===== config.mk =====
export PLATFORM = sky130hd
export DESIGN_NAME = gregorian_date_add_days_core
export DESIGN_NICKNAME = d
export VERILOG_FILES = /design/src/sv/gda_pkg.sv /design/src/sv/gregorian_date_add_days_core.sv /design/src/sv/gda_dpath.sv /design/src/sv/gda_ctrl.sv
export SDC_FILE = /design/constraint.sdc
export NUM_CORES = 1
export LEC_CHECK = 0
export BUFFER_PORTS_ARGS = -buffer_cell sky130_fd_sc_hd__buf_2
export CAP_MARGIN = 20
export CELL_PAD_IN_SITES_DETAIL_PLACEMENT = 0
export CELL_PAD_IN_SITES_GLOBAL_PLACEMENT = 2
export CORE_MARGIN = 5
export CORE_UTILIZATION = 39
export DETAILED_ROUTE_END_ITERATION = 10
export GPL_TIMING_DRIVEN = 0
export PLACE_DENSITY_LB_ADDON = 0.1
export SETUP_SLACK_MARGIN = 0.3
export SLEW_MARGIN = 20
export SYNTH_ARGS = -nofsm -noshare
export SYNTH_HDL_FRONTEND = slang
export SYNTH_SLANG_ARGS = --single-unit
export TNS_END_PERCENT = 20

===== constraint.sdc =====
create_clock -name clk -period 6.7 [get_ports clk]
set_input_delay 1.34 -clock clk [delete_from_list [all_inputs] [get_ports clk]]
set_output_delay 1.34 -clock clk [all_outputs]
set_load 0.02 [all_outputs]

===== src/sv/gda_pkg.sv =====
// Package for the Gregorian date-plus-days block.
// Holds field widths, calendar constants, word and control types, and the month length function.
// No dependencies.
`default_nettype none

package gda_pkg;

  localparam int YEAR_W   = 14;
  localparam int MONTH_W  = 4;
  localparam int DAY_W    = 5;
  localparam int OFFSET_W = 20;

  localparam int OFFSET_BITS_DEF = 20;

  localparam int CYCLE_DAYS  = 146097;
  localparam int CYCLE_YEARS = 400;
  localparam int YEAR_MAX    = 16383;
  localparam int DAY_MAX     = 31;

  localparam logic [MONTH_W-1:0] MONTH_JAN = 4'd1;
  localparam logic [MONTH_W-1:0] MONTH_FEB = 4'd2;
  localparam logic [MONTH_W-1:0] MONTH_APR = 4'd4;
  localparam logic [MONTH_W-1:0] MONTH_JUN = 4'd6;
  localparam logic [MONTH_W-1:0] MONTH_SEP = 4'd9;
  localparam logic [MONTH_W-1:0] MONTH_NOV = 4'd11;
  localparam logic [MONTH_W-1:0] MONTH_DEC = 4'd12;

  typedef struct packed {
    logic [YEAR_W-1:0]   start_year;
    logic [MONTH_W-1:0]  start_month;
    logic [DAY_W-1:0]    start_day;
    logic [OFFSET_W-1:0] day_offset;
  } in_word_t;

  typedef struct packed {
    logic [YEAR_W-1:0]  result_year;
    logic [MONTH_W-1:0] result_month;
    logic [DAY_W-1:0]   result_day;
    logic               year_overflow;
  } out_word_t;

  typedef struct packed {
    logic load;
    logic mod_step;
    logic cyc_step;
    logic mon_step;
    logic out_load;
  } cmd_t;

  typedef struct packed {
    logic mod_done;
    logic rem_gt_cycle;
    logic rem_gt_month;
    logic year_ovf;
  } status_t;

  function automatic logic [DAY_W-1:0] month_len(input logic [MONTH_W-1:0] m,
                                                 input logic leap);
    logic [DAY_W-1:0] len;
    case (m) inside
      MONTH_FEB: len = leap ? 5'd29 : 5'd28;
      MONTH_APR, MONTH_JUN, MONTH_SEP, MONTH_NOV: len = 5'd30;
      default: len = 5'd31;
    endcase
    return len;
  endfunction

endpackage

`default_nettype wire


===== src/sv/gregorian_date_add_days_core.sv =====
// Gregorian date plus days: one result word per input word. After a word is taken the block
// reduces the year modulo 400 by repeated subtraction, then skips whole 400-year spans
// (146097 days each, at most seven for a 20-bit offset), then walks the remaining days month by
// month. The skips leave at most 146097 days for the month walk. A finished result waits until
// the output register is free (not holding a stalled result) before it is loaded. One word is
// worked at a time; the next word is taken while a finished result waits in the output register.
// Depends on gda_pkg, gda_ctrl, gda_dpath.
`default_nettype none

module gregorian_date_add_days_core
  import gda_pkg::*;
#(
  parameter int OFFSET_BITS = OFFSET_BITS_DEF
) (
  input  logic      clk,
  input  logic      rst_n,
  input  logic      in_valid,
  output logic      in_stall,
  input  in_word_t  in_word,
  output logic      out_valid,
  input  logic      out_stall,
  output out_word_t out_word
);

  cmd_t    cmd;
  status_t status;

  gda_ctrl u_ctrl (
    .clk       (clk),
    .rst_n     (rst_n),
    .in_valid  (in_valid),
    .in_stall  (in_stall),
    .out_valid (out_valid),
    .out_stall (out_stall),
    .status    (status),
    .cmd       (cmd)
  );

  gda_dpath #(
    .OFFSET_BITS (OFFSET_BITS)
  ) u_dpath (
    .clk      (clk),
    .rst_n    (rst_n),
    .in_word  (in_word),
    .cmd      (cmd),
    .status   (status),
    .out_word (out_word)
  );

endmodule

`default_nettype wire


===== src/sv/gda_dpath.sv =====
// Datapath of the date-plus-days block: year, year-mod-400, month and remaining-day registers.
// Executes one controller command per cycle and reports status. Depends on gda_pkg.
`default_nettype none

module gda_dpath
  import gda_pkg::*;
#(
  parameter int OFFSET_BITS = OFFSET_BITS_DEF
) (
  input  logic      clk,
  input  logic      rst_n,
  input  in_word_t  in_word,
  input  cmd_t      cmd,
  output status_t   status,
  output out_word_t out_word
);

  localparam int OFF_USED = (OFFSET_BITS < OFFSET_W) ? OFFSET_BITS : OFFSET_W;
  localparam int REM_W    = OFF_USED + 1;
  localparam int CYC_W    = $clog2(CYCLE_DAYS + 1);
  localparam int CMP_W    = (REM_W > CYC_W) ? REM_W : CYC_W;

  // year_r carries one extra bit so that passing the largest year is visible.
  logic [YEAR_W:0]      year_r, year_nxt;
  logic [YEAR_W-1:0]    ymod_r, ymod_nxt;
  logic [MONTH_W-1:0]   month_r, month_nxt;
  logic [REM_W-1:0]     rem_r, rem_nxt;
  out_word_t            out_r, out_nxt;

  logic                 leap;
  logic [DAY_W-1:0]     mdays;
  logic [REM_W-1:0]     mdays_ext;
  logic [CMP_W-1:0]     rem_ext;
  logic [MONTH_W-1:0]   month_in;

  // After the reduction pass ymod_r holds the year modulo 400, so a century year
  // that is not a multiple of 400 shows up as 100, 200 or 300.
  assign leap = (year_r[1:0] == 2'b00) &&
                !((ymod_r == YEAR_W'(100)) || (ymod_r == YEAR_W'(200)) ||
                  (ymod_r == YEAR_W'(300)));
  assign mdays     = month_len(month_r, leap);
  assign mdays_ext = REM_W'(mdays);
  assign rem_ext   = CMP_W'(rem_r);

  always_comb begin
    if (in_word.start_month == '0) begin
      month_in = MONTH_JAN;
    end else if (in_word.start_month > MONTH_DEC) begin
      month_in = MONTH_DEC;
    end else begin
      month_in = in_word.start_month;
    end
  end

  always_comb begin
    year_nxt  = year_r;
    ymod_nxt  = ymod_r;
    month_nxt = month_r;
    rem_nxt   = rem_r;
    out_nxt   = out_r;
    if (cmd.load) begin
      year_nxt  = {1'b0, in_word.start_year};
      ymod_nxt  = in_word.start_year;
      month_nxt = month_in;
      rem_nxt   = REM_W'(in_word.start_day) + REM_W'(in_word.day_offset[OFF_USED-1:0]);
    end
    if (cmd.mod_step) begin
      ymod_nxt = ymod_r - YEAR_W'(CYCLE_YEARS);
    end
    if (cmd.cyc_step) begin
      rem_nxt  = REM_W'(rem_ext - CMP_W'(CYCLE_DAYS));
      year_nxt = year_r + (YEAR_W + 1)'(CYCLE_YEARS);
    end
    if (cmd.mon_step) begin
      rem_nxt = rem_r - mdays_ext;
      if (month_r == MONTH_DEC) begin
        month_nxt = MONTH_JAN;
        year_nxt  = year_r + 1'b1;
        ymod_nxt  = (ymod_r == YEAR_W'(CYCLE_YEARS - 1)) ? '0 : ymod_r + 1'b1;
      end else begin
        month_nxt = month_r + 1'b1;
      end
    end
    if (cmd.out_load) begin
      if (year_r[YEAR_W]) begin
        out_nxt.result_year   = YEAR_W'(YEAR_MAX);
        out_nxt.result_month  = MONTH_DEC;
        out_nxt.result_day    = DAY_W'(DAY_MAX);
        out_nxt.year_overflow = 1'b1;
      end else begin
        out_nxt.result_year   = year_r[YEAR_W-1:0];
        out_nxt.result_month  = month_r;
        out_nxt.result_day    = rem_r[DAY_W-1:0];
        out_nxt.year_overflow = 1'b0;
      end
    end
  end

  always_ff @(posedge clk) begin
    year_r  <= year_nxt;
    ymod_r  <= ymod_nxt;
    month_r <= month_nxt;
    rem_r   <= rem_nxt;
    out_r   <= out_nxt;
  end

  assign status.mod_done     = ymod_r < YEAR_W'(CYCLE_YEARS);
  assign status.rem_gt_cycle = rem_ext > CMP_W'(CYCLE_DAYS);
  assign status.rem_gt_month = rem_r > mdays_ext;
  assign status.year_ovf     = year_r[YEAR_W];
  assign out_word            = out_r;

`ifndef SYNTHESIS
  a_day_fits: assert property (@(posedge clk) disable iff (!rst_n)
    cmd.out_load && !year_r[YEAR_W] |-> rem_r <= REM_W'(DAY_MAX))
    else $error("result day does not fit the month");
  a_mod_before_walk: assert property (@(posedge clk) disable iff (!rst_n)
    cmd.cyc_step || cmd.mon_step |-> ymod_r < YEAR_W'(CYCLE_YEARS))
    else $error("year walk started before the modulo pass finished");
  a_month_range: assert property (@(posedge clk) disable iff (!rst_n)
    cmd.mon_step |-> month_r >= MONTH_JAN && month_r <= MONTH_DEC)
    else $error("month register out of range");
`endif

endmodule

`default_nettype wire


===== src/sv/gda_ctrl.sv =====
// Controller of the date-plus-days block: sequences the modulo pass, the 400-year skips
// and the month walk, and owns both handshakes. Depends on gda_pkg.
`default_nettype none

module gda_ctrl
  import gda_pkg::*;
(
  input  logic    clk,
  input  logic    rst_n,
  input  logic    in_valid,
  output logic    in_stall,
  output logic    out_valid,
  input  logic    out_stall,
  input  status_t status,
  output cmd_t    cmd
);

  localparam logic [2:0] ST_IDLE = 3'd0;
  localparam logic [2:0] ST_MOD  = 3'd1;
  localparam logic [2:0] ST_CYC  = 3'd2;
  localparam logic [2:0] ST_MON  = 3'd3;
  localparam logic [2:0] ST_DONE = 3'd4;

  logic [2:0] state_r, state_nxt;
  logic       out_valid_r, out_valid_nxt;
  logic       out_free;

  assign out_free = !out_valid_r || !out_stall;
  assign in_stall = (state_r != ST_IDLE);

  always_comb begin
    state_nxt = state_r;
    cmd       = '0;
    unique case (state_r)
      ST_IDLE: begin
        if (in_valid) begin
          cmd.load  = 1'b1;
          state_nxt = ST_MOD;
        end
      end
      ST_MOD: begin
        if (status.mod_done) begin
          state_nxt = ST_CYC;
        end else begin
          cmd.mod_step = 1'b1;
        end
      end
      ST_CYC: begin
        if (status.year_ovf) begin
          state_nxt = ST_DONE;
        end else if (status.rem_gt_cycle) begin
          cmd.cyc_step = 1'b1;
        end else begin
          state_nxt = ST_MON;
        end
      end
      ST_MON: begin
        if (status.year_ovf || !status.rem_gt_month) begin
          state_nxt = ST_DONE;
        end else begin
          cmd.mon_step = 1'b1;
        end
      end
      ST_DONE: begin
        if (out_free) begin
          cmd.out_load = 1'b1;
          state_nxt    = ST_IDLE;
        end
      end
      default: begin
        state_nxt = ST_IDLE;
      end
    endcase
  end

  always_comb begin
    out_valid_nxt = out_valid_r;
    if (cmd.out_load) begin
      out_valid_nxt = 1'b1;
    end else if (out_valid_r && !out_stall) begin
      out_valid_nxt = 1'b0;
    end
  end

  always_ff @(posedge clk) begin
    if (!rst_n) begin
      state_r     <= ST_IDLE;
      out_valid_r <= 1'b0;
    end else begin
      state_r     <= state_nxt;
      out_valid_r <= out_valid_nxt;
    end
  end

  assign out_valid = out_valid_r;

`ifndef SYNTHESIS
  a_one_cmd: assert property (@(posedge clk) disable iff (!rst_n)
    $onehot0({cmd.load, cmd.mod_step, cmd.cyc_step, cmd.mon_step, cmd.out_load}))
    else $error("more than one datapath command in a cycle");
  a_accept_starts: assert property (@(posedge clk) disable iff (!rst_n)
    in_valid && !in_stall |=> state_r == ST_MOD)
    else $error("accepted word did not start the modulo pass");
  a_no_overwrite: assert property (@(posedge clk) disable iff (!rst_n)
    cmd.out_load |-> !(out_valid_r && out_stall))
    else $error("output register overwritten while stalled");
`endif

endmodule

`default_nettype wire

Word-level counts from Yosys, hierarchy flattened

Cells that the tools add are included.

Bits in registers: 82
Input bits: 47
Output and inout bits: 26
Logic and storage cells: 101

$add $sub $neg: 8
$lt $le $gt $ge: 4
Eq/ne operators: 19
Muxes and demuxes: 41
Reduce and logical (&&, ||, !) cells: 19

Operators with widths:

| operator               | count |
|---|---|
| $mux 14                | 5 |
| $mux 21                | 3 |
| $mux 15                | 4 |
| $eq 14x9->1 const B    | 2 |
| $add 5x20->21          | 1 |
| $gt 21x18->1 const B   | 1 |
| $gt 21x5->1            | 1 |
| $sub 21x18->21 const B | 1 |
| $sub 21x5->21          | 1 |
| $mux 4                 | 5 |
| $mux 3                 | 6 |
| $mux 1                 | 16 |
| $add 15x1->15 const B  | 1 |
| $add 15x9->15 const B  | 1 |
| $pmux 3 s5             | 1 |
| $add 14x1->14 const B  | 1 |
| $eq 14x7->1 const B    | 1 |
| $eq 14x8->1 const B    | 1 |
| $lt 14x9->1 const B    | 1 |
| $sub 14x9->14 const B  | 1 |
| $eq 4x4->1 const B     | 3 |
| $eq 4x3->1 const B     | 2 |
| $eq 3x2->1 const B     | 2 |
| $reduce_bool 3->1      | 2 |
| other kinds (18)       | 28 |

Longest topological paths before layout

Gate-level depths: netlist (run 1).

Word-level depth: 13
Depth in mapped cells: 15
Depth with buffers taken out: 15

Cells and area by module

A second synthesis (run 1) with hierarchy kept.

Cells, all modules: 698
Area, all modules: 5999.5 um^2

By module, submodules not included:

| module    | instances | cells each | area each (um^2) | seq. area each (um^2) |
|---|---|---|---|---|
| gda_dpath | 1         | 663        | 5708.0           | 2052.0 |
| gda_ctrl  | 1         | 35         | 291.5            | 80.1 |

Worst setup path after synthesis (run 1)

Ideal clock, no wire load.

Path type: flip-flop to flip-flop
From: register u_dpath.ymod_r[6]
To: register u_dpath.rem_r[0] (netlist: u_dpath.rem_ext[0]) (enable)
Library setup time: 0.378 ns
Arrival time: 3.448 ns
Data required time: 6.322 ns
Path slack: 2.874 ns
Cell stages (with the launch flop): 15
Path buffers: 2
Clock period less this slack: 3.826 ns
Path through: dfxtp_1 > clkbuf_1 > nor2b_1 > a31o_2 > a22oi_1 > o41ai_1 > a21oi_1 > o21a_1 > ha_1 > nand2b_1 > a221oi_2 > o31a_1 > a21oi_1 > buf_2 > nand2_1

Cells in the longest elaborated chain, start to end: 13
Elaborated cells between the ends (all ways): 15
Those cells by class: order compare: 1; eq/ne: 3; mux: 4; reduce/logical: 7

Ends and longest elaborated chain:

| element                                           | RTL line         | source |
|---|---|---|
| from (decl)                                       | gda_dpath.sv:25  | `logic [YEAR_W-1:0] ymod_r, ymod_nxt;` |
| from (signal assigned)                            | gda_dpath.sv:101 | `ymod_r <= ymod_nxt;` |
| $eq 14x7->1 / $eq 14x8->1 (equally long branches) | gda_dpath.sv:39  | `!((ymod_r == YEAR_W'(100)) \|\| (ymod_r == YEAR_W'(200)) \|\|` |
| $logic_or 1x1->1                                  | gda_dpath.sv:39  |  |
| $logic_or 1x1->1 *                                | gda_dpath.sv:39  |  |
| $logic_not 1->1 *                                 | gda_dpath.sv:39  |  |
| $logic_and 1x1->1 *                               | gda_dpath.sv:38  | `assign leap = (year_r[1:0] == 2'b00) &&` |
| $mux 1 *                                          | gda_pkg.sv:61    | `MONTH_FEB: len = leap ? 5'd29 : 5'd28;` |
| $mux 5 *                                          | gda_pkg.sv:60    | `case (m) inside` |
| $gt 21x5->1 *                                     | gda_dpath.sv:109 | `assign status.rem_gt_month = rem_r > mdays_ext;` |
| $logic_not 1->1 *                                 | gda_ctrl.sv:58   | `if (status.year_ovf \|\| !status.rem_gt_month) begin` |
| $logic_or 1x1->1 *                                | gda_ctrl.sv:58   |  |
| $mux 1 *                                          | gda_ctrl.sv:58   |  |
| $mux 1 *                                          | gda_ctrl.sv:34   | `unique case (state_r)` |
| $reduce_bool 3->1 (no line) *                     | -                |  |
| to (signal assigned)                              | gda_dpath.sv:103 | `rem_r <= rem_nxt;` |
| to (decl)                                         | gda_dpath.sv:27  | `logic [REM_W-1:0] rem_r, rem_nxt;` |

Every way passes the cells marked *; elsewhere a longest branch is shown, timed or not.
A chain may end at the register's enable or synchronous reset.

Worst setup path after layout (run 1)

From: register u_dpath.ymod_r[6]
To: register u_dpath.rem_r[1] (netlist: u_dpath.rem_ext[1]) (enable)

The elaborated chain is that of the path after synthesis.

==> results by group, run 1 <==
Worst setup path
  – CP Cell Sequence: clkbuf_1 > nor2b_1 > a31o_2 > a22oi_1 > o41ai_1 > a21oi_1 > o21a_1 > ha_1 > nand2b_1 > a221oi_2 > o31a_1 > a21oi_1 > buf_2 > nand2_2
  – Crit path DAT: 4790 ps
  – Crit-path most repeated cell: a21oi_1
  – CP endpoint: u_dpath.rem_ext[1]
  – FF-to-FF End: u_dpath.rem_ext[1]
  – Worst r2r src: u_dpath.ymod_r[6]
  – CP max stage cell: o41ai_1
  – WS Path Type: reg -> reg
  – CP Data Required Time: 6690 ps
  – Worst reg-to-reg setup slack: 1910 ps
  – Setup crit end kind: flip-flop
  – Crit path largest cell delay: 610 ps
  – Crit path max fanout: 21
  – Crit path from: u_dpath.ymod_r[6]
  – R2R cell count: 14
  – Startpoint Class: flip-flop

STA
  – Slew headroom: 35.6%
  – Least-Margin Pin Slew: 957 ps
  – Max Slew Vio Count: 0
  – Final hold violation count: 0
  – Setup TNS: 0 ps
  – Final worst-path cycle share: 71.5%
  – Minimum clock period: 4790 ps
  – Unrepaired setup endpoints after global routing: no
  – Finish-stage setup viols: 0
  – Peak Freq: 0.209 GHz
  – Worst Skew: 10.2 ps

Clocking
  – Cts repair resizes: 0
  – CTS Buf Count: 9
  – Clock latency on the worst-skew pair: 360 ps
  – Clock Path Buffers: 2
  – Sink Count: 82
  – Hold buffers post-CTS: 0
  – Clock root buffer master: clkbuf_16
  – CTS clk-pin slew, worst paths: 80 ps
  – H-tree levels: 3
  – CTS tree: yes
  – Total setup buffers inserted after CTS: 0

Synthesis
  – Synth area leader: edfxtp_1
  – Post-Syn Nets: 774
  – Most frequent cells after synthesis: 57 x nor2_1, 49 x edfxtp_1, 48 x nand2_1
  – Top cell type's share of synthesized area: 24.0%
  – Most common flop cell mapped by yosys: edfxtp_1
  – Sequential fraction of the synthesis area: 34.8%
  – Mean Syn Cell Area: 8.72 um2
  – Cell area after synthesis: 0.00613 mm2
  – Synth cell types: 83
  – Area contributors post-synth: edfxtp_1 24%, dfxtp_1 11%, ha_1 4.5%, o21ai_0 3.6%, nor2_1 3.5%
  – Count leader, synth: nor2_1
  – Synth warn: 0
  – Asr flop ratio synth: 0%
  – Post-synthesis cell count: 703
  – #FFs+latches synth: 82
  – EDFF count, synth: 49

GRT
  – Initial antenna violation count: 0
  – Vias in the first global route: 5425
  – Global-route wire length before repair: 30.3 mm
  – Largest net degree at the start of global routing: 25
  – Gr usage total: 21.1%
  – Grt ovf: 0

Flow run
  – Max Cap Viol: 0

Hold path
  – Worst Hold Class: reg -> reg

Floorplan
  – I/O pins: 73
  – Starting Density: 40.0%
  – Die ar.: 0.0183 mm2
  – Cell Rows: 45
  – Die Y: 135 um
  – Core ar.: 0.0153 mm2
  – Die W: 135 um

Place
  – Final HPWL DP: 14.3 mm
  – Port bufs: 72
  – Routability cong.: 0.884
  – DP Cell Count: 987

Power and ir drop
  – Pwr dens: 409 mW/mm2
  – Tot Pwr: 2.91 mW
  – Pleak: 2.71 nW
  – Peak VDD IR: 183 uV

Routing
  – ANT nets after route: 0
  – DR vias/cell: 5.95
  – DRT Wirelength: 19.5 mm
  – Iter 0 DRT Violations: 501
  – DRT Pass-1 Iters: 5
  – Total number of vias: 5968
  – Wire per inst: 19.5 um
  – Remaining DRCs: 0

Cells and area
  – Share of post-route cells with drive strength above 1: 20.8%
  – Post-route insts no fill: 1003
  – # nets final: 858
  – Inserted Diodes: 0
  – Util after Layout: 46.4%
  – Layout area overhead: 16.0%

Outcome
  – Status: completed
[stage by stage]
step           setup slack (ps)  hold slack, ps  instance area (um2)
2_1_floorplan              2870             466                 6130
3_3_place_gp               1580             479                 6750
3_5_place_dp               1540             492                 6800
4_1_cts                    1460             504                 7100
5_1_grt                    1480             522                 7110
6_report                   1910             497                 7110
[worst max-delay path: cells and delay by family, from the launching register on]
kind,cells,cell delay [ps]
AOI/OAI and AO/OA,8,2290
adders and majority gates,1,200
and+or+nand+nor,3,970
buffers and inverters,2,600
DFF,1,350
[cell usage in the layout (no fill, tap or decap), drive strengths merged, types with 4 or more instances in the layout]
master   Yosys  final
o221ai       9      9
a21o         7      7
buf         18     91
nand4        9      9
and3        13     13
a31oi       12     12
dfxtp       33     33
nor2        59     59
a221o        7      7
mux2i        5      5
inv         34     38
nand2b       4      4
o211ai      18     18
and4         5      5
or3          6      6
a211oi       9      9
a22oi       12     12
nand3b       4      4
a21boi       5      5
edfxtp      49     49
o2111ai      4      4
clkbuf      28     37
xor2        21     21
a22o         4      4
nand2       49     49
nor4         7      7
nor2b        4      4
or2         24     24
nand3       24     24
xnor2       12     12
a221oi      10     10
o31ai        8      8
and2         8      8
nor3        16     16
o21ai       47     47
a21oi       42     42
o22ai        8      8
ha          22     22
o21a         7      7
[area by class of cell]
| cell class | count | area (um2) |
|---|---|---|
| Inverter | 34 | 128 |
| Clock inverter | 7 | 81.3 |
| Tap cell | 211 | 264 |
| Buffer | 46 | 216 |
| Fill cell | 1554 | 8210 |
| Sequential cell | 82 | 2130 |
| Multi-Input combinational cell | 541 | 3670 |
| Timing Repair Buffer | 73 | 388 |
| Clock buffer | 9 | 225 |
[cells by family (layout without fill, tap and decap cells)]
family,Yosys count,in the layout,share of synthesized area [%]
flops,82,82,34.8
fa+ha+maj,24,24,5.14
buf+inv,80,169,5.61
simple gates,243,243,21.0
mux,7,7,1.18
xor+xnor,33,33,4.72
compound gates,234,234,27.5
[worst min-delay path by stage]
stage	from	to	depth (start not counted)
floorplan	u_dpath.year_r[8]	u_dpath.year_r[8]	2
global placement	u_ctrl.out_valid	u_ctrl.out_valid	2
detailed placement	u_dpath.year_r[8]	u_dpath.year_r[8]	2
CTS	u_dpath.year_r[8]	u_dpath.year_r[8]	2
global route	u_dpath.year_r[8]	u_dpath.year_r[8]	2
finish	u_dpath.year_r[8]	u_dpath.year_r[8]	2
[registers in the layout, indices dropped and copies added, names as in the netlist]
register	flops
u_ctrl.out_valid	1
u_dpath.month_r	4
u_dpath.rem_ext	21
u_dpath.ymod_r	14
u_dpath.year_r	15
u_ctrl.state_r	3
u_dpath.out_word	24
[where the power goes]
part           switching [mW]  internal [mW]  total [mW]
combinational           0.889          0.548        1.44
sequential              0.176          0.757       0.933
clock                   0.243          0.296       0.539
[layer usage]
metal / global-route usage, % / routed length (um) / vias to the layer above
li1: - / - / 2836
met1: 33.1 / 9940 / 2864
met2: 28.8 / 7860 / 232
met3: 3.23 / 1290 / 36
met4: 7.17 / 442 / 0
met5: 0 / 0 / -
Power figures use the tool's default switching activity.
==> run 2: changes to the inputs <==
ABC_AREA = 1   (was unset)
CORE_UTILIZATION = 30   (was 39)
clock period = 3.95 ns   (was 6.7 ns; I/O delays follow)
==> results by group, run 2 <==
Routing
  – DRT Wirelength: 24.2 mm (was 19.5 mm)
  – DRT Pass-1 Iters: 5 (unchanged)
  – Remaining DRCs: 0 (unchanged)
  – ANT nets after route: 0 (unchanged)
  – DR vias/cell: 4.74 (was 5.95)
  – Total number of vias: 6735 (was 5968)
  – Iter 0 DRT Violations: 376 (was 501)
  – Wire per inst: 17.0 um (was 19.5 um)

Place
  – Worst Setup Slack post-DPL: -331 ps (was 1540 ps)
  – Routability cong.: 0.821 (was 0.884)
  – Final HPWL DP: 19.1 mm (was 14.3 mm)
  – Placed inst area: 0.00770 mm2 (was 0.00680 mm2)
  – Port bufs: 72 (unchanged)

Synthesis
  – EDFF count, synth: 49 (unchanged)
  – Synth area leader: edfxtp_1 (unchanged)
  – Post-synthesis cell count: 1046 (was 703)
  – Asr flop ratio synth: 0% (unchanged)
  – Count leader, synth: nand2_1 (was nor2_1)
  – Post-Syn Nets: 1117 (was 774)
  – Sequential fraction of the synthesis area: 30.7% (was 34.8%)
  – Mean Syn Cell Area: 6.63 um2 (was 8.72 um2)
  – Synth Area in Adders: 4.54% (was 5.14%)
  – Synth warn: 0 (unchanged)
  – Synth cell types: 47 (was 83)
  – Combinational family with the most area after synthesis: simple AND/OR/NAND/NOR gates (was compound AO/OA/AOI/OAI gates)
  – #FFs+latches synth: 82 (unchanged)
  – Synth Area in XOR/XNOR: 7.57% (was 4.72%)
  – Most common flop cell mapped by yosys: edfxtp_1 (unchanged)
  – Top cell type's share of synthesized area: 21.2% (was 24.0%)
  – Area contributors post-synth: edfxtp_1 21%, nand2_1 19%, dfxtp_1 9.5%, nand3_1 6.8%, xor2_1 6.6% (was edfxtp_1 24%, dfxtp_1 11%, ha_1 4.5%, o21ai_0 3.6%, nor2_1 3.5%)
  – Mux cell area share after synthesis: 0.289% (was 1.18%)
  – Most frequent cells after synthesis: 358 x nand2_1, 101 x inv_1, 97 x nor2_1 (was 57 x nor2_1, 49 x edfxtp_1, 48 x nand2_1)
  – Compound-Gate Fraction of Synth Area: 9.74% (was 27.5%)
  – Synthesized-area fraction occupied by and/or/nand/nor cells: 37.9% (was 21.0%)
  – Cell area after synthesis: 0.00694 mm2 (was 0.00613 mm2)

Clocking
  – Sink Count: 82 (unchanged)
  – CTS tree: yes (unchanged)
  – Clock latency on the worst-skew pair: 360 ps (about the same)
  – Clock Path Buffers: 2 (unchanged)
  – Hold buffers post-CTS: 0 (unchanged)
  – CTS Buf Count: 9 (unchanged)
  – H-tree levels: 3 (unchanged)
  – Clock root buffer master: clkbuf_16 (unchanged)
  – CTS clk-pin slew, worst paths: 70 ps (was 80 ps)

Power and ir drop
  – Logic pwr share: 57.5% (was 49.4%)
  – Sequential Power Share: 28.0% (was 32.1%)
  – Sw Pwr: 3.10 mW (was 1.31 mW)
  – Sw frac: 50.4% (was 45.0%)
  – Pint: 3.05 mW (was 1.60 mW)
  – Tot Pwr: 6.15 mW (was 2.91 mW)
  – Clock network fraction of total power: 14.6% (was 18.5%)
  – Peak VDD IR: 338 uV (was 183 uV)
  – Pwr dens: 766 mW/mm2 (was 409 mW/mm2)
  – Pleak: 3.85 nW (was 2.71 nW)

STA
  – Setup TNS: 0 ps (unchanged)
  – Final worst-path cycle share: 89.0% (was 71.5%)
  – Slew headroom: 55.2% (was 35.6%)
  – Unrepaired setup endpoints after global routing: yes (was no)
  – Final hold violation count: 0 (unchanged)
  – Least-Margin Pin Slew: 668 ps (was 957 ps)
  – Worst Setup Slack, final: 433 ps (was 1910 ps)
  – Max Slew Vio Count: 0 (unchanged)
  – Peak Freq: 0.284 GHz (was 0.209 GHz)
  – Minimum clock period: 3520 ps (was 4790 ps)
  – Finish-stage setup viols: 0 (unchanged)
  – Worst Skew: 9.77 ps (was 10.2 ps)

Flow run
  – Max Cap Viol: 0 (unchanged)

Cells and area
  – Share of post-route cells with drive strength above 1: 15.1% (was 20.8%)
  – Util after Layout: 35.4% (was 46.4%)
  – Most common cell after layout, fill and taps aside: nand2_1 (was buf_2)
  – Layout area overhead: 15.9% (was 16.0%)
  – Inserted Diodes: 0 (unchanged)
  – # nets final: 1203 (was 858)
  – Most frequent cells in the layout: 358 x nand2_1, 101 x inv_1, 97 x nor2_1 (was 86 x buf_2, 57 x nor2_1, 49 x edfxtp_1)
  – Max FFs per register: 24 (unchanged)
  – Design Area, Final: 0.00804 mm2 (was 0.00711 mm2)

Worst setup path
  – WS Path Type: reg -> reg (unchanged)
  – Setup crit end kind: flip-flop (unchanged)
  – CP Data Required Time: 4170 ps (was 6690 ps)
  – Crit path DAT: 3740 ps (was 4790 ps)
  – Crit path max fanout: 10 (was 21)
  – Startpoint Class: flip-flop (unchanged)

GRT
  – Vias in the first global route: 6585 (was 5425)
  – Initial antenna violation count: 0 (unchanged)
  – Global-route wire length before repair: 37.7 mm (was 30.3 mm)
  – Largest net degree at the start of global routing: 24 (was 25)
  – Gr usage total: 18.4% (was 21.1%)
  – Grt ovf: 0 (unchanged)

Floorplan
  – Starting Density: 30.6% (was 40.0%)
  – Die Y: 162 um (was 135 um)
  – Core ar.: 0.0227 mm2 (was 0.0153 mm2)
  – Die W: 162 um (was 135 um)
  – Cell Rows: 55 (was 45)
  – Die ar.: 0.0263 mm2 (was 0.0183 mm2)
  – I/O pins: 73 (unchanged)

Outcome
  – Status: completed (unchanged)

Hold path
  – Worst Hold Class: reg -> reg (unchanged)
-- run 2: changes by cell type after synthesis, moves of 19 or more --
cell,delta
a21oi_1,-19
clkbuf_1,-22
inv_1,+67
nand2_1,+310
nand3_1,+70
nor2_1,+40
o21ai_0,+19
or2_2,-21
xor2_1,+31
-- run 2: final cells by class --
type                            instances  area, um2
Timing Repair Buffer                   74        395
Tap cell                              285        357
Inverter                              118        443
Sequential cell                        82       2130
Clock buffer                            9        225
Buffer                                 31        198
Clock inverter                          7       73.8
Fill cell                            2573      14700
Multi-Input combinational cell        816       4210
-- run 2: what timing repair did --
item                                    CTS  global route
pin swaps                                 1             2
endpoints found under the setup margin   35            14
cloned                                    1             0
setup buffers                             0             1
gates resized for setup                   4             0
-- run 2: kinds of logic (layout without fill, tap and decap cells) --
logic type / count (synthesis) / after routing
multiplexers: 2 / 2
flip-flops: 82 / 82
adder cells (fa/ha/maj): 24 / 24
XOR/XNOR: 60 / 60
buffers and inverters: 149 / 239
AO/OA/AOI/OAI: 116 / 116
AND/OR/NAND/NOR: 613 / 614
-- run 2: stage by stage --
step	instances	hold WS (ps)
floorplan	1046	507
global route	1422	579
detailed placement	1404	535
finish	1422	543
global placement	1403	501
CTS	1421	546
-- run 2: worst paths after layout --
path	slack (ps)	cells past startpoint	endpoint	startpoint
max	430	16	u_dpath.rem_ext[8]	u_dpath.ymod_r[4]
min	540	2	u_ctrl.out_valid	u_ctrl.out_valid
max reg2reg	430	16	u_dpath.rem_ext[8]	u_dpath.ymod_r[4]
min reg2reg	540	2	u_ctrl.out_valid	u_ctrl.out_valid
-- run 2: power by group through the flow --
stage	logic [mW]	clock network (mW)	registers [mW]
finish	3.54	0.897	1.72
detailed placement	3.48	0	1.74
CTS	3.54	0.916	1.72
global placement	3.48	0	1.75
floorplan	2.47	0	1.72
global route	4.00	0.946	1.78
-- run 2: critical path, stage by stage (launching register included) --
cell	delay, ps
dfxtp_1	340
inv_1	220
ha_1	230
nand3_1	70
nand2_1	60
a31oi_1	90
o31ai_2	420
a21oi_1	120
ha_1	240
o21ai_2	210
nand3_2	220
nand3_2	190
nand3_4	170
inv_2	250
buf_2	330
nand2_1	120
nand2_1	80
-- run 2: layer usage --
| metal | share of wire (%) | wire, um | GRT usage (%) |
|---|---|---|---|
| met1 | 54 | 13100 | 28.4 |
| met2 | 42 | 10200 | 27.4 |
| met3 | 2.4 | 592 | 1.73 |
| met4 | 1.3 | 324 | 4.54 |
| met5 | 0 | 0 | 0 |
==> run 3: changes to the inputs <==
CORE_UTILIZATION = 25   (was 30)
==> results by group, run 3 (synthesized netlist as in run 2, its figures left out) <==
Outcome
  – Status: completed (unchanged)

Hold path
  – Hold_sp: u_ctrl.out_valid (unchanged)
  – Worst Hold Class: reg -> reg (unchanged)

GRT
  – Grt met3 use: 1.82% (was 1.73%)
  – Vias in the first global route: 6544 (was 6585)
  – Met2 global-route usage: 24.7% (was 27.4%)
  – Gr usage total: 16.4% (was 18.4%)
  – Initial antenna violation count: 0 (unchanged)
  – Layer with the highest usage: met1 (unchanged)
  – Global-route wire length before repair: 39.3 mm (was 37.7 mm)
  – Grt ovf: 0 (unchanged)
  – Largest net degree at the start of global routing: 24 (unchanged)
  – Met1 usage: 25.5% (was 28.4%)

Worst setup path
  – CP Data Required Time: 3980 ps (was 4170 ps)
  – CP Cell Sequence: inv_1 > ha_1 > nand3_1 > nand2_1 > a31oi_1 > o31ai_4 > a21oi_1 > ha_1 > nand2_1 > nor3_1 > nand4_1 > nand3_4 > buf_4 > nand3_4 (was inv_1 > ha_1 > nand3_1 > nand2_1 > a31oi_1 > o31ai_2 > a21oi_1 > ha_1 > o21ai_2 > nand3_2 > nand3_2 > nand3_4 > inv_2 > buf_2 > nand2_1 > nand2_1)
  – Crit path largest cell delay: 350 ps (was 420 ps)
  – Crit path max fanout: 11 (was 10)
  – Setup crit end kind: flip-flop (unchanged)
  – WP buf/inv: 2 (was 3)
  – Crit path DAT: 3470 ps (was 3740 ps)
  – Crit path from: u_dpath.ymod_r[4] (unchanged)
  – CP endpoint: u_dpath.rem_ext[16] (was u_dpath.rem_ext[8])
  – CP max stage cell: dfxtp_1 (was o31ai_2)
  – Worst reg-to-reg setup slack: 520 ps (was 430 ps)
  – WS Path Type: reg -> reg (unchanged)
  – Startpoint Class: flip-flop (unchanged)
  – FF-to-FF End: u_dpath.rem_ext[16] (was u_dpath.rem_ext[8])
  – Critical path depth: 14 (was 16)
  – R2R cell count: 14 (was 16)
  – Worst r2r src: u_dpath.ymod_r[4] (unchanged)
  – Family with the most delay on the worst path: simple AND/OR/NAND/NOR gates (unchanged)

Cells and area
  – FILL cells: 3186 (was 2573)
  – Max FFs per register: 24 (unchanged)
  – Layout area overhead: 17.4% (was 15.9%)
  – Share of post-route cells with drive strength above 1: 15.1% (about the same)
  – Util after Layout: 29.5% (was 35.4%)
  – Most common cell after layout, fill and taps aside: nand2_1 (unchanged)
  – Inserted Diodes: 0 (unchanged)
  – Most frequent cells in the layout: 358 x nand2_1, 101 x inv_1, 97 x nor2_1 (unchanged)
  – # nets final: 1202 (was 1203)

STA
  – Finish-stage setup viols: 0 (unchanged)
  – Max Slew Vio Count: 0 (unchanged)
  – Peak Freq: 0.291 GHz (was 0.284 GHz)
  – Least-Margin Pin Slew: 721 ps (was 668 ps)
  – Unrepaired setup endpoints after global routing: yes (unchanged)
  – Minimum clock period: 3430 ps (was 3520 ps)
  – Final worst-path cycle share: 86.9% (was 89.0%)
  – Worst Skew: 16.6 ps (was 9.77 ps)
  – Worst hold slack: 549 ps (was 543 ps)
  – Final hold violation count: 0 (unchanged)
  – Slew headroom: 51.6% (was 55.2%)

Power and ir drop
  – Tot Pwr: 6.16 mW (was 6.15 mW)
  – Sw frac: 51.3% (was 50.4%)
  – Pint: 3.00 mW (was 3.05 mW)
  – Logic pwr share: 58.0% (was 57.5%)
  – Clock network fraction of total power: 14.0% (was 14.6%)
  – Pleak: 3.84 nW (was 3.85 nW)
  – Sequential Power Share: 28.0% (about the same)
  – Peak VDD IR: 206 uV (was 338 uV)
  – Sw Pwr: 3.16 mW (was 3.10 mW)
  – Pwr dens: 756 mW/mm2 (was 766 mW/mm2)

Clocking
  – Sink Count: 82 (unchanged)
  – Clock Path Buffers: 2 (unchanged)
  – CTS Buf Count: 9 (unchanged)
  – Clock latency on the worst-skew pair: 360 ps (about the same)
  – H-tree levels: 3 (unchanged)
  – CTS clk-pin slew, worst paths: 80 ps (was 70 ps)
  – Total setup buffers inserted after CTS: 0 (unchanged)
  – CTS tree: yes (unchanged)
  – Clock root buffer master: clkbuf_16 (unchanged)

Flow run
  – Max Cap Viol: 0 (unchanged)

Routing
  – Remaining DRCs: 0 (unchanged)
  – DRT Pass-1 Iters: 5 (unchanged)
  – Iter 0 DRT Violations: 359 (was 376)
  – ANT nets after route: 0 (unchanged)
  – DR vias/cell: 4.47 (was 4.74)
  – DRT Wirelength: 25.5 mm (was 24.2 mm)
  – Total number of vias: 6761 (was 6735)
  – Wire per inst: 16.8 um (was 17.0 um)

Floorplan
  – I/O pins: 73 (unchanged)
  – Cell Rows: 61 (was 55)
  – Die W: 177 um (was 162 um)
  – Die Y: 177 um (was 162 um)
  – Starting Density: 25.1% (was 30.6%)
  – Core ar.: 0.0276 mm2 (was 0.0227 mm2)
  – Die ar.: 0.0312 mm2 (was 0.0263 mm2)

Place
  – Final HPWL DP: 20.3 mm (was 19.1 mm)
  – Routability cong.: 0.791 (was 0.821)
  – Port bufs: 72 (unchanged)
==> run 3: cell types whose count changed in the layout (fill, tap and decap cells not counted), sizes merged <==
cell | before | now
bufinv | 1 | 0
clkinv | 2 | 3
buf | 99 | 97
clkbuf | 15 | 16
==> run 3: timing repair <==
item | in CTS | in global routing
hold buffers | 0 | 0
cloned | 1 | 0
pin swaps | 1 | 1
endpoints found under the setup margin | 55 | 37
gates resized for setup | 4 | 3
==> run 3: routing by layer <==
metal / vias up / share of wire [%]
met2: 104 / 43
met5: - / 0
met3: 12 / 2.6
met4: 0 / 0.79
li1: 3544 / -
met1: 3101 / 53
==> run 3: stage by stage <==
step,setup TNS [ps],setup slack (ps),area [um2],cells
finish,0,517,8150,1514
floorplan,0,908,6940,1046
global route,0,245,8150,1514
detailed placement,-8700,-416,7820,1497
CTS,0,282,8130,1514
global placement,-21020,-1000,7770,1496
==> run 3: worst min-delay path by stage <==
stage,end,depth (start not counted)
floorplan,u_ctrl.out_valid,2
global placement,u_ctrl.out_valid,2
detailed placement,u_ctrl.out_valid,2
CTS,u_ctrl.out_valid,2
global route,u_ctrl.out_valid,2
finish,u_ctrl.out_valid,2
==> run 3: layout make-up <==
class,instances,area [um2],area share (%)
buffer,31,200,2.46
clock inverter,7,58.8,0.722
tap,378,473,5.81
timing repair buffer,73,388,4.76
inverter,118,445,5.47
sequential,82,2130,26.2
clock buffer,9,225,2.76
multi-input combinational,816,4220,51.8
==> run 3: power groups by stage <==
stage                     logic [mW]  clock network [mW]  registers [mW]
final                           3.57               0.864            1.72
after global routing            4.06               0.921            1.77
after global placement          3.54                   0            1.76
after detailed placement        3.53                   0            1.75
after CTS                       3.59               0.898            1.73
after floorplan                 2.47                   0            1.72
==> run 3: worst register-to-register path, cell delays in order (launching register included) <==
cell and delay, ps:
dfxtp_1 350, inv_1 240, ha_1 250, nand3_1 80
nand2_1 60, a31oi_1 110, o31ai_4 340, a21oi_1 110
ha_1 300, nand2_1 50, nor3_1 200, nand4_1 260
nand3_4 230, buf_4 290, nand3_4 250
